<file path="src/sv/tcl_pkg.sv">
// Shared types and constants for the tile cache lookup.
// Used by tcl_cell and tile_cache_lru_lookup; depends on nothing.
`default_nettype none
package tcl_pkg;
    localparam int ENTRIES_DEF = 128;
    localparam int MAX_LEVEL_DEF = 18;
    localparam int KEY_COORD_W = 24;
    localparam int STAMP_W = 64;

    typedef enum logic [0:0] {
        ST_IDLE,
        ST_SCAN
    } state_t;

    typedef struct packed {
        logic [4:0] level;
        logic signed [19:0] column;
        logic signed [19:0] row;
    } req_t;

    typedef struct packed {
        logic skipped;
        logic hit;
        logic [6:0] slot;
        logic [17:0] wrapped_column;
        logic evicted;
        logic [4:0] evicted_level;
        logic [17:0] evicted_column;
        logic [17:0] evicted_row;
    } result_t;

    typedef struct packed {
        logic [4:0] level;
        logic [KEY_COORD_W-1:0] column;
        logic [KEY_COORD_W-1:0] row;
    } key_t;

    typedef struct packed {
        logic found;
        logic have_valid;
        logic have_invalid;
        logic victim_valid;
        key_t victim_key;
        logic [STAMP_W-1:0] best;
    } token_t;

    typedef struct packed {
        logic stamp_en;
        logic key_en;
        key_t key;
        logic [STAMP_W-1:0] stamp;
    } write_t;
endpackage
`default_nettype wire

</file>
<file path="src/sv/tcl_cell.sv">
// One slot of the tag store with its stage of the search chain.
// Depends on tcl_pkg.
`default_nettype none
module tcl_cell #(
    parameter int IDX_W = 7
) (
    input  wire logic              clk,
    input  wire logic              rst_n,
    input  wire logic [IDX_W-1:0]  cell_index,
    input  wire tcl_pkg::key_t     search_key,
    input  wire logic              live_in,
    input  wire tcl_pkg::token_t   tok_in,
    input  wire logic [IDX_W-1:0]  victim_in,
    output logic                   live_out,
    output tcl_pkg::token_t        tok_out,
    output logic [IDX_W-1:0]       victim_out,
    input  wire tcl_pkg::write_t   wr,
    input  wire logic [IDX_W-1:0]  wr_index
);
    logic                         valid_reg;
    tcl_pkg::key_t                key_reg;
    logic [tcl_pkg::STAMP_W-1:0]  stamp_reg;
    logic                         live_reg;
    tcl_pkg::token_t              tok_reg;
    tcl_pkg::token_t              tok_next;
    logic [IDX_W-1:0]             victim_reg;
    logic [IDX_W-1:0]             victim_next;
    logic                         sel;

    assign sel = (wr_index == cell_index);

    always_comb
    begin
        tok_next = tok_in;
        victim_next = victim_in;
        if (!tok_in.found) begin
            if (valid_reg) begin
                if (key_reg == search_key) begin
                    tok_next.found = 1'b1;
                    victim_next = cell_index;
                end else if (!tok_in.have_invalid &&
                             (!tok_in.have_valid || stamp_reg < tok_in.best)) begin
                    tok_next.best = stamp_reg;
                    tok_next.have_valid = 1'b1;
                    tok_next.victim_valid = 1'b1;
                    tok_next.victim_key = key_reg;
                    victim_next = cell_index;
                end
            end else begin
                tok_next.have_invalid = 1'b1;
                tok_next.victim_valid = 1'b0;
                victim_next = cell_index;
            end
        end
    end

    always_ff @(posedge clk or negedge rst_n)
    begin
        if (!rst_n) begin
            valid_reg <= 1'b0;
            live_reg <= 1'b0;
        end else begin
            live_reg <= live_in;
            if (wr.key_en && sel) begin
                valid_reg <= 1'b1;
            end
        end
    end

    always_ff @(posedge clk)
    begin
        tok_reg <= tok_next;
        victim_reg <= victim_next;
        if (wr.key_en && sel) begin
            key_reg <= wr.key;
        end
        if (wr.stamp_en && sel) begin
            stamp_reg <= wr.stamp;
        end
    end

    assign live_out = live_reg;
    assign tok_out = tok_reg;
    assign victim_out = victim_reg;
endmodule
`default_nettype wire

</file>
<file path="config.mk">
export PLATFORM = sky130hd
export DESIGN_NAME = tcl_cell
export DESIGN_NICKNAME = d
export VERILOG_FILES = /design/src/sv/tcl_pkg.sv /design/src/sv/tcl_cell.sv
export SDC_FILE = /design/constraint.sdc
export NUM_CORES = 1
export LEC_CHECK = 0
export ABC_AREA = 1
export BUFFER_PORTS_ARGS = -buffer_cell sky130_fd_sc_hd__buf_4
export CAP_MARGIN = 15
export CORE_AREA = 4 4 171 173
export DETAILED_ROUTE_END_ITERATION = 16
export DIE_AREA = 0 0 175 177
export GPL_TIMING_DRIVEN = 0
export PLACE_DENSITY = 0.64
export SLEW_MARGIN = 20
export SYNTH_ARGS = -nofsm -noshare
export SYNTH_HDL_FRONTEND = slang
export SYNTH_SLANG_ARGS = --single-unit
</file>
<file path="constraint.sdc">
create_clock -name clk -period 2.47 [get_ports clk]
set_clock_uncertainty 0.05 [all_clocks]
set_input_delay 0.494 -clock clk [delete_from_list [all_inputs] [get_ports clk]]
set_output_delay 0.494 -clock clk [all_outputs]
set_load 0.005 [all_outputs]
</file>
==> flow_summary_export.csv, run 1 <==
group,metric,value,unit
status,status,"finished, final reports clean",
synthesis,ys_seq_elements,247,
timing,relSlewSlack,65.70,%
timing,hold_viol_final,0,
cells_and_area,instances_no_fill,1947,
timing,holdWs,0.08223,ns
global_routing,busiest_layer,"met2",
timing,fin_crit,2.444,ns
synthesis,synth_compound_area_share,2.349,%
drt,drtAntennaViolNets,0,
setup_path,critPathArrivalTime,2.81,ns
clock_network,cts_sinks,247,
die,rows,61,
cells_and_area,nNetsFinal,1926,
placed_design,place_congestion,0.8864,
clock_network,htree_levels,1,
synthesis,synth_nets,1424,
drt,routed-via-count,9004,
synthesis,ys_seq_area_share,58.68,%
die,dieHeight,177,um
synthesis,synth.area.top_cells,"edfxtp_1, dfxtp_1, nand2_1, ha_1, nand3_1",
timing,max_freq,409.2,MHz
placed_design,hpwl,27.41,mm
synthesis,synth_simple_gate_area_share,21.43,%
setup_path,cpMostUsedCell,"nand2_1",
synthesis,synth-async-reset-ratio,0.8097,%
setup_path,critPathTopFamily,"simple AND/OR/NAND/NOR gates",
setup_path,cpPeakStageDelay,0.40,ns
setup_path,crit_chain,"ha_1, a21oi_1, o21ai_0, nand2_1, nand3_1, nand2_1, nand2_1, a21oi_2, nand2_4, nand2_4, nand2_4, inv_8, nand2_8, buf_8, buf_6, nand2_1, nand2_2",
synthesis,netlist_area,10440,um2
synthesis,synth_edf_count,117,
drt,drc,0,
synthesis,synthAdderAreaFrac,7.550,%
synthesis,synth_xor_area_share,4.698,%
placed_design,place_area,14380,um2
cells_and_area,largest_reg_flops,121,
clock_network,clk_path_buf_depth,3,
setup_path,cp_slowest_cell,"edfxtp_1",
synthesis,synthMuxAreaShare,0,%
die,dieArea,30980,um2
placed_design,io_buffers,445,
power_and_ir_drop,seqPwrFrac,44.7,%
synthesis,yosysTopAreaCell,"edfxtp_1",
worst_hold_path,hold_path_depth,1,
timing,worstMarginPinSlew,0.5134,ns
synthesis,synth_top_area_share,33.65,%
synthesis,yosys_most_used_dff,"dfxtp_1",
power_and_ir_drop,pwr-share-clk,41.3,%
global_routing,met1_usage,25.23,%
synthesis,yosysMostFrequentCell,"nand2_1",
cells_and_area,design_area,16130,um2
clock_network,cts_tree,"built",
setup_path,crit_buf_inv,3,
clock_network,clk_pin_slew_worst_paths,0.06,ns
die,start_util,37.79,%
global_routing,grt_overflow,0,
die,die_w,175,um
synthesis,synth_cells,1044,
setup_path,crit_required,2.83,ns
power_and_ir_drop,leakage,7.735,nW
setup_path,setup.worst_path.start_class,"flip-flop",
synthesis,synth_area_per_cell,10.00,um2
clock_network,cts_made_buffers,28,
global_routing,grt_first_pass_wirelength,49.97,mm
timing,slew_viol_final,0,
global_routing,grt_max_degree,33,
power_and_ir_drop,p_per_area,627.3,nW/um2
drt,routed_wirelength,34.76,mm
cells_and_area,utilization,58.36,%
setup_path,crit_cells,17,
power_and_ir_drop,intPower,7.825,mW
die,core-area,27630,um2
global_routing,grtUsageMet3,5.512,%
timing,rsz0062_at_grt,"true",
synthesis,yosys_warnings,0,
setup_path,rr_worst_depth,17,
power_and_ir_drop,p_comb_share,14.0,%
synthesis,synth_cell_types,29,
global_routing,grt_use_total,20.83,%
placed_design,dp.cells,1873,
power_and_ir_drop,worst_ir_drop_vdd,492.3,uV
cells_and_area,area_growth,54.46,%
power_and_ir_drop,switchingPower,2.291,mW
clock_network,cts_root_buf,"clkbuf_16",
global_routing,antenna_found_initial,2,
setup_path,critPathMaxFanout,10,
timing,finalCritPeriodShare,98.95,%
drt,vias_per_cell,4.625,
synthesis,ys_top_cells_by_count,"nand2_1, dfxtp_1, edfxtp_1, nand3_1, inv_1",
synthesis,synth_top_family_by_area,"simple AND/OR/NAND/NOR gates",
drt,initialDrtViolationCount,377,
die,ios,446,
worst_hold_path,hp-class,"primary input to flip-flop",
cells_and_area,drive_gt1_share,41.77,%
global_routing,met2_usage,35.59,%
timing,setup_violations,0,
setup_path,end_kind,"flip-flop",
power_and_ir_drop,netSwitchingFraction,22.65,%
cells_and_area,fillers,2434,
flow_run,drv_cap,0,
setup_path,crit_type,"flip-flop to flip-flop",
global_routing,grt_pass1_vias,9113,
drt,drtPass1Iterations,5,
clock_network,insertion_delay,0.53,ns
drt,routedWlPerCell,17.85,um
power by group through the flow:
stage | clock [mW] | sequential (mW) | combinational (mW)
after floorplan | 0 | 4.62 | 0.425
after global placement | 0 | 4.61 | 1.26
after detailed placement | 0 | 4.61 | 1.28
after CTS | 4.28 | 4.53 | 1.35
after global routing | 4.45 | 4.54 | 1.54
final | 4.18 | 4.52 | 1.41
per-stage QoR:
| step | worst slack (ns) | power (mW) | TNS (ns) |
|---|---|---|---|
| after floorplan | -0.6332 | 5.050 | -40.53 |
| after global placement | -1.733 | 5.864 | -193.25 |
| after detailed placement | -0.6495 | 5.888 | -61.69 |
| after CTS | -0.01349 | 10.16 | -0.01417 |
| after global routing | -0.1287 | 10.54 | -8.712 |
| final | 0.02598 | 10.12 | 0 |
area by class of cell:
| cell class | instances | area (um2) | share of cell area (%) |
|---|---|---|---|
| multi-input combinational | 677 | 4167 | 25.84 |
| clock buffer | 45 | 887.1 | 5.501 |
| inverter | 84 | 326.6 | 2.025 |
| tap | 378 | 473.0 | 2.933 |
| sequential | 247 | 6126 | 37.99 |
| clock inverter | 7 | 66.31 | 0.4112 |
| buffer | 37 | 415.4 | 2.576 |
| timing repair buffer | 471 | 3662 | 22.71 |
| antenna | 1 | 2.502 | 0.01552 |
metal layers:
layer	up-vias	wire, um	part of all wire (%)
li1	4471	-	-
met5	-	20	0.058
met4	2	1417	4.1
met2	331	17360	50
met1	4119	13460	39
met3	81	2504	7.2
cell usage in the layout, fill, tap and decap left out, types with 4 or more instances in the layout:
cell / Yosys / final
dfxtp_1: 128 / 128
o21ai_1: 2 / 6
nand3_1: 117 / 111
nand2_2: 1 / 40
nand2_4: 1 / 7
buf_6: 6 / 19
xor2_1: 18 / 18
buf_12: 0 / 7
nor2_1: 33 / 32
o21ai_0: 11 / 7
buf_4: 5 / 460
buf_8: 0 / 10
nand3_2: 18 / 24
buf_2: 26 / 7
a21oi_1: 33 / 21
clkinv_2: 0 / 4
a21oi_2: 0 / 12
ha_1: 63 / 57
nand4_1: 12 / 12
xnor2_1: 38 / 36
edfxtp_1: 117 / 117
clkbuf_16: 0 / 31
inv_1: 82 / 81
clkbuf_8: 0 / 8
ha_4: 0 / 6
clkbuf_1: 0 / 7
nand2_1: 315 / 269
path summary, 6_finish.rpt:
path | from | end | slack [ns]
worst max-delay path | stamp_reg[33] | tok_out[103] | 0.03
worst min-delay path | wr[86] | key_reg[22] | 0.08
worst max register to register | stamp_reg[33] | tok_out[103] | 0.03
worst min register to register | stamp_reg[0] | tok_out[0] | 0.45
max in group asynchronous | rst_n | valid_reg | 2.04
min in group asynchronous | rst_n | live_out | 0.24
logic make-up after synthesis:
kind of cell,Yosys count
AOI/OAI and AO/OA,48
xor gates and xnor gates,56
adders and majority gates,63
buffers and inverters,121
DFF,247
and+or+nand+nor,509
timing repair:
| item | 4_1_cts | 5_1_grt |
|---|---|---|
| hold buffers | 2 | 0 |
| resized for setup | 57 | 101 |
| pin swaps | 13 | 14 |
| cloned | 2 | 2 |
| setup buffers | 10 | 5 |
| hold endpoints to repair | 3 | 0 |
| setup endpoints to repair | 125 | 124 |
Power figures use the tool's default switching activity.
==> run 2, diff against run 1 <==
--- a/config.mk
+++ b/config.mk
@@ -11,8 +11,10 @@
 export CORE_AREA = 4 4 171 173
 export DETAILED_ROUTE_END_ITERATION = 16
 export DIE_AREA = 0 0 175 177
+export GPL_ROUTABILITY_DRIVEN = 0
 export GPL_TIMING_DRIVEN = 0
 export PLACE_DENSITY = 0.64
+export RECOVER_POWER = 100
 export SLEW_MARGIN = 20
 export SYNTH_ARGS = -nofsm -noshare
 export SYNTH_HDL_FRONTEND = slang
==> run 2 against run 1 <==
Compared with the run above: via count shrank 0.22%; wire length shrank 0.63%; sequential share of layout area grew 0.56 points; combinational power shrank 5%; non-clock buffer count is the same; largest power group unchanged; global-route usage is the same; power shrank 0.78%; critical endpoint unchanged; clock power is essentially flat; core utilization shrank 0.84 points; cell area shrank 1.4%.
==> flow_summary_export.csv, run 2 (same netlist as run 1, synthesis figures left out) <==
group,metric,value,unit
status,status,"finished, final reports clean",
die,dieArea,30980,um2
cells_and_area,multi_input_area,4158,um2
setup_path,setup.worst_path.start_class,"flip-flop",
clock_network,cts_sinks,247,
die,die_w,175,um
drt,routed-via-count,8984,
clock_network,cts_tree,"built",
drt,drtPass1Iterations,4,
clock_network,cts_made_buffers,28,
global_routing,grt_use_total,20.83,%
power_and_ir_drop,worst_ir_drop_vdd,492.3,uV
setup_path,critPathMaxFanout,10,
cells_and_area,drive_gt1_share,38.33,%
drt,vias_per_cell,4.610,
drt,initialDrtViolationCount,358,
cells_and_area,largest_reg_flops,121,
clock_network,cts_root_buf,"clkbuf_16",
die,core-area,27630,um2
timing,worstMarginPinSlew,1.038,ns
placed_design,hpwl,27.41,mm
drt,drc,0,
power_and_ir_drop,p_per_area,631.5,nW/um2
die,start_util,37.79,%
setup_path,crit_required,2.83,ns
clock_network,htree_levels,1,
timing,relSlewSlack,30.42,%
cells_and_area,nNetsFinal,1926,
timing,worst_slack,0.02203,ns
timing,fin_crit,2.448,ns
power_and_ir_drop,leakage,7.491,nW
cells_and_area,regArea,6126,um2
setup_path,critPathArrivalTime,2.81,ns
cells_and_area,design_area,15890,um2
global_routing,grt_pass1_vias,9113,
timing,finalCritPeriodShare,99.11,%
timing,rsz0062_at_grt,"true",
placed_design,place_area,14380,um2
drt,routed_wirelength,34.54,mm
drt,drtAntennaViolNets,0,
global_routing,grt_first_pass_wirelength,49.97,mm
flow_run,drv_cap,0,
timing,max_freq,408.5,MHz
placed_design,preCtsSetupSlack,-0.6495,ns
worst_hold_path,hp-class,"primary input to flip-flop",
global_routing,antenna_found_initial,5,
cells_and_area,final_cell_mix,"nand2_1, buf_4, clkbuf_4, dfxtp_1, edfxtp_1",
timing,setup_violations,0,
clock_network,insertion_delay,0.53,ns
setup_path,end_kind,"flip-flop",
die,rows,61,
global_routing,grt_max_degree,33,
clock_network,clk_pin_slew_worst_paths,0.06,ns
die,ios,446,
timing,slew_viol_final,0,
cells_and_area,final_common_cell,"nand2_1",
cells_and_area,fillers,2483,
cells_and_area,area_growth,52.23,%
global_routing,grt_overflow,0,
placed_design,io_buffers,445,
die,dieHeight,177,um
clock_network,clk_path_buf_depth,3,
drt,routedWlPerCell,17.72,um
setup_path,crit_type,"flip-flop to flip-flop",
timing,hold_viol_final,0,
[run 2: metrics by stage]
stage               power, mW  util (%)  instances  hold slack [ns]  setup TNS [ns]
detailed placement      5.888     52.03       1873           0.2327          -61.69
global route            10.46     57.52       1949          0.07429          -10.60
floorplan               5.050         -       1044           0.1484          -40.53
finish                  10.04     57.52       1949          0.09829               0
CTS                     10.16     56.97       1939          0.04642        -0.01417
global placement        5.864     51.70       1867           0.2315         -193.25
[run 2: report_power, final]
part	total (mW)	internal [mW]	leakage (nW)	switching, mW
clock	4.18	2.55	0.470	1.62
combinational	1.34	0.735	4.87	0.606
sequential	4.52	4.47	2.15	0.0548
[run 2: layer usage]
layer | track usage (%) | part of all wire, % | vias to the layer above
li1 | - | - | 4469
met1 | 25.23 | 39 | 4110
met2 | 35.59 | 50 | 326
met3 | 5.512 | 7.3 | 75
met4 | 8.216 | 3.7 | 4
met5 | 0 | 0.075 | -
[run 2: what timing repair did]
item                                    4_1_cts  5_1_grt
pin swaps                                    13       14
hold endpoints to repair                      3        0
gates resized for setup                      57      101
endpoints found under the setup margin      125      124
cloned                                        2        2
buffers inserted                             10        5
hold buffers                                  2        0
[run 2: worst max-delay path: stages, from the launching register on]
cell and delay, ns:
edfxtp_1 0.40, ha_1 0.31, a21oi_1 0.14, o21ai_0 0.11, nand2_1 0.08, nand3_1 0.08
nand2_1 0.06, nand2_1 0.07, a21oi_2 0.19, nand2_4 0.08, nand2_4 0.08, nand2_4 0.07
inv_8 0.10, nand2_8 0.08, buf_8 0.16, buf_6 0.14, nand2_1 0.07, nand2_2 0.06
[run 2: final cells by class]
| cell class | count | area share, % |
|---|---|---|
| Timing Repair Buffer | 471 | 21.62 |
| Antenna cell | 3 | 0.04724 |
| Sequential cell | 247 | 38.55 |
| Buffer | 37 | 2.614 |
| Clock buffer | 45 | 5.582 |
| Tap cell | 378 | 2.976 |
| Clock inverter | 7 | 0.4173 |
| Inverter | 84 | 2.039 |
| Multi-Input combinational cell | 677 | 26.16 |
[run 2: worst paths after layout]
check / from / end / slack (ns) / cells after the start
worst min-delay path: tok_in[79] / tok_out[79] / 0.1 / 3
worst max-delay path: stamp_reg[33] / tok_out[103] / 0.02 / 17
worst min register to register: stamp_reg[0] / tok_out[0] / 0.45 / 2
min in group asynchronous: rst_n / live_out / 0.25 / 2
worst max register to register: stamp_reg[33] / tok_out[103] / 0.02 / 17
max in group asynchronous: rst_n / valid_reg / 1.98 / 2
==> run 3, diff against run 2 <==
--- a/config.mk
+++ b/config.mk
@@ -5,15 +5,14 @@
 export SDC_FILE = /design/constraint.sdc
 export NUM_CORES = 1
 export LEC_CHECK = 0
-export ABC_AREA = 1
 export BUFFER_PORTS_ARGS = -buffer_cell sky130_fd_sc_hd__buf_4
 export CAP_MARGIN = 15
-export CORE_AREA = 4 4 171 173
+export CORE_AREA = 4 4 170 172
 export DETAILED_ROUTE_END_ITERATION = 16
-export DIE_AREA = 0 0 175 177
+export DIE_AREA = 0 0 174 176
 export GPL_ROUTABILITY_DRIVEN = 0
 export GPL_TIMING_DRIVEN = 0
-export PLACE_DENSITY = 0.64
+export PLACE_DENSITY = 0.63
 export RECOVER_POWER = 100
 export SLEW_MARGIN = 20
 export SYNTH_ARGS = -nofsm -noshare
==> run 3 against run 2 <==
Compared with the run above: the run now ends with negative setup slack left; combinational power is essentially flat; clock power shrank 1%; sequential cell count is the same; first-iteration DRC count shrank 28%; global-route usage shrank 1.1 points; critical endpoint is now tok_out[107]; largest power group unchanged.
==> flow_summary_export.csv, run 3 <==
group,metric,value,unit
cells_and_area,drive_gt1_share,51.79,%
die,dieHeight,176,um
status,status,"complete, but fails checks",
global_routing,grt_overflow,0,
cells_and_area,largest_reg_flops,121,
drt,vias_per_cell,4.633,
drt,drtAntennaViolNets,0,
synthesis,synth-async-reset-ratio,0.8097,%
synthesis,synth_top_area_share,34.93,%
setup_path,critPathArrivalTime,3.39,ns
die,die_w,174,um
timing,max_freq,331.7,MHz
synthesis,synth_nets,1088,
synthesis,yosysMostFrequentCell,"dfxtp_1",
cells_and_area,final_cell_mix,"buf_4, clkbuf_4, dfxtp_1, edfxtp_1, mux2_4",
global_routing,grt_first_pass_wirelength,46.17,mm
drt,routed-via-count,7302,
cells_and_area,final_common_cell,"buf_4",
drt,drtPass1Iterations,6,
clock_network,cts_sinks,247,
placed_design,io_buffers,445,
clock_network,htree_levels,1,
timing,relSlewSlack,28.64,%
power_and_ir_drop,worst_ir_drop_vdd,588.2,uV
drt,routedWlPerCell,20.23,um
global_routing,antenna_found_initial,0,
setup_path,setup.worst_path.start_class,"flip-flop",
timing,slew_viol_final,0,
die,core-area,27480,um2
synthesis,synth_edf_count,117,
synthesis,ys_seq_elements,247,
timing,hold_viol_final,0,
synthesis,synth_area_per_cell,14.21,um2
die,rows,61,
status,violations,"negative setup slack",
cells_and_area,area_growth,55.06,%
timing,worst_slack,-0.5447,ns
synthesis,ys_seq_area_share,60.90,%
setup_path,end_kind,"flip-flop",
setup_path,critPathMaxFanout,10,
timing,fin_crit,3.015,ns
power_and_ir_drop,p_per_area,639.3,nW/um2
power_and_ir_drop,leakage,7.101,nW
synthesis,yosysTopAreaCell,"edfxtp_1",
synthesis,synth.area.top_cells,"edfxtp_1, dfxtp_1, mux2_2, ha_1, mux2_4",
timing,rsz0062_at_grt,"true",
cells_and_area,nNetsFinal,1588,
global_routing,grt_pass1_vias,7937,
cells_and_area,design_area,15600,um2
clock_network,cts_tree,"built",
timing,setup_violations,124,
timing,finalCritPeriodShare,122.1,%
synthesis,yosys_warnings,0,
global_routing,grt_use_total,19.73,%
synthesis,synth_cell_types,38,
clock_network,clk_pin_slew_worst_paths,0.06,ns
placed_design,preCtsSetupSlack,-1.413,ns
drt,drc,0,
setup_path,crit_required,2.84,ns
placed_design,place_area,14160,um2
timing,worstMarginPinSlew,1.070,ns
cells_and_area,fillers,2395,
worst_hold_path,hp-class,"primary input to flip-flop",
clock_network,cts_made_buffers,28,
clock_network,cts_root_buf,"clkbuf_16",
drt,routed_wirelength,31.88,mm
synthesis,yosys_most_used_dff,"dfxtp_1",
clock_network,insertion_delay,0.54,ns
die,ios,446,
drt,initialDrtViolationCount,259,
synthesis,ys_top_cells_by_count,"dfxtp_1, edfxtp_1, mux2_2",
cells_and_area,antenna_cells,0,
synthesis,netlist_area,10060,um2
setup_path,crit_chain,"ha_4, nand4_1, nor4_4, nand4_1, a31oi_2, nor3_2, o22a_4, nand3_4, buf_12, buf_12, mux2_4",
synthesis,synth_cells,708,
flow_run,drv_cap,0,
die,dieArea,30620,um2
setup_path,cpPeakStageDelay,0.45,ns
setup_path,crit_type,"flip-flop to flip-flop",
placed_design,hpwl,24.88,mm
clock_network,clk_path_buf_depth,3,
global_routing,grt_max_degree,55,
die,start_util,36.61,%
setup_path,cp_slowest_cell,"edfxtp_1",
run 3: per-layer routing:
metal	GRT usage, %	share of wire [%]	vias up
met2	35.60	51	247
li1	-	-	3549
met4	5.675	2.5	0
met1	23.43	39	3454
met5	0	0	-
met3	4.861	6.7	52
run 3: cell families (layout without fill, tap and decap cells):
| family | after synthesis | in the layout | synth area share, % |
|---|---|---|---|
| muxes | 124 | 124 | 15.00 |
| and+or+nand+nor | 79 | 80 | 4.154 |
| adders and majority gates | 63 | 63 | 7.836 |
| buffers and inverters | 80 | 601 | 3.383 |
| AOI/OAI and AO/OA | 55 | 55 | 3.508 |
| xor gates and xnor gates | 60 | 60 | 5.224 |
| DFF | 247 | 247 | 60.90 |
run 3: critical path, delay by kind of cell (launching register included):
family | cells | cell delay [ns]
AO/OA/AOI/OAI | 2 | 0.52
flip-flops | 1 | 0.45
AND/OR/NAND/NOR | 5 | 0.93
buffers and inverters | 2 | 0.31
multiplexers | 1 | 0.32
adder cells (fa/ha/maj) | 1 | 0.30
run 3: cell type report:
| cell class | instances | area, um2 | share of cell area [%] |
|---|---|---|---|
| clock buffers | 38 | 799.5 | 5.126 |
| flip-flops and latches | 247 | 6126 | 39.27 |
| inverters | 68 | 262.8 | 1.684 |
| clock inverters | 14 | 130.1 | 0.8342 |
| repair buffers | 472 | 3511 | 22.51 |
| well taps | 346 | 432.9 | 2.775 |
| multi-input cells | 382 | 4156 | 26.65 |
| plain buffers | 9 | 180.2 | 1.155 |
run 3: worst paths after layout:
| check | start | end | slack, ns | cells after the start |
|---|---|---|---|---|
| max in group asynchronous | rst_n | live_out | 1.84 | 2 |
| min reg2reg | stamp_reg[0] | tok_out[0] | 0.45 | 1 |
| min | wr[49] | stamp_reg[49] | 0.10 | 1 |
| max | stamp_reg[49] | tok_out[107] | -0.54 | 11 |
| min in group asynchronous | rst_n | valid_reg | 0.30 | 2 |
| max reg2reg | stamp_reg[49] | tok_out[107] | -0.54 | 11 |
run 3: through the flow:
step	utilization, %	instances	hold WS, ns	setup TNS, ns	total power [mW]
after detailed placement	51.55	1500	0.2551	-162.51	5.838
final	56.77	1576	0.1007	-60.73	9.973
after CTS	57.28	1572	0.04844	-65.93	10.16
after global placement	51.44	1499	0.2570	-220.55	5.818
after floorplan	-	708	0.1484	-18.13	5.077
after global routing	56.77	1576	0.07077	-74.48	10.38
run 3: power breakdown:
part,internal (mW),switching (mW),leakage [nW]
sequential,4.44,0.0544,2.16
clock,2.47,1.66,0.457
combinational,0.854,0.489,4.49
run 3: repair_timing:
item                                   4_1_cts  5_1_grt
hold buffers                                 2        0
resized for setup                           88        8
setup endpoints to repair                  127      126
pin swaps                                    4       10
endpoints found under the hold margin        3        0
gates cloned                                 4        0
buffers inserted                            16        5
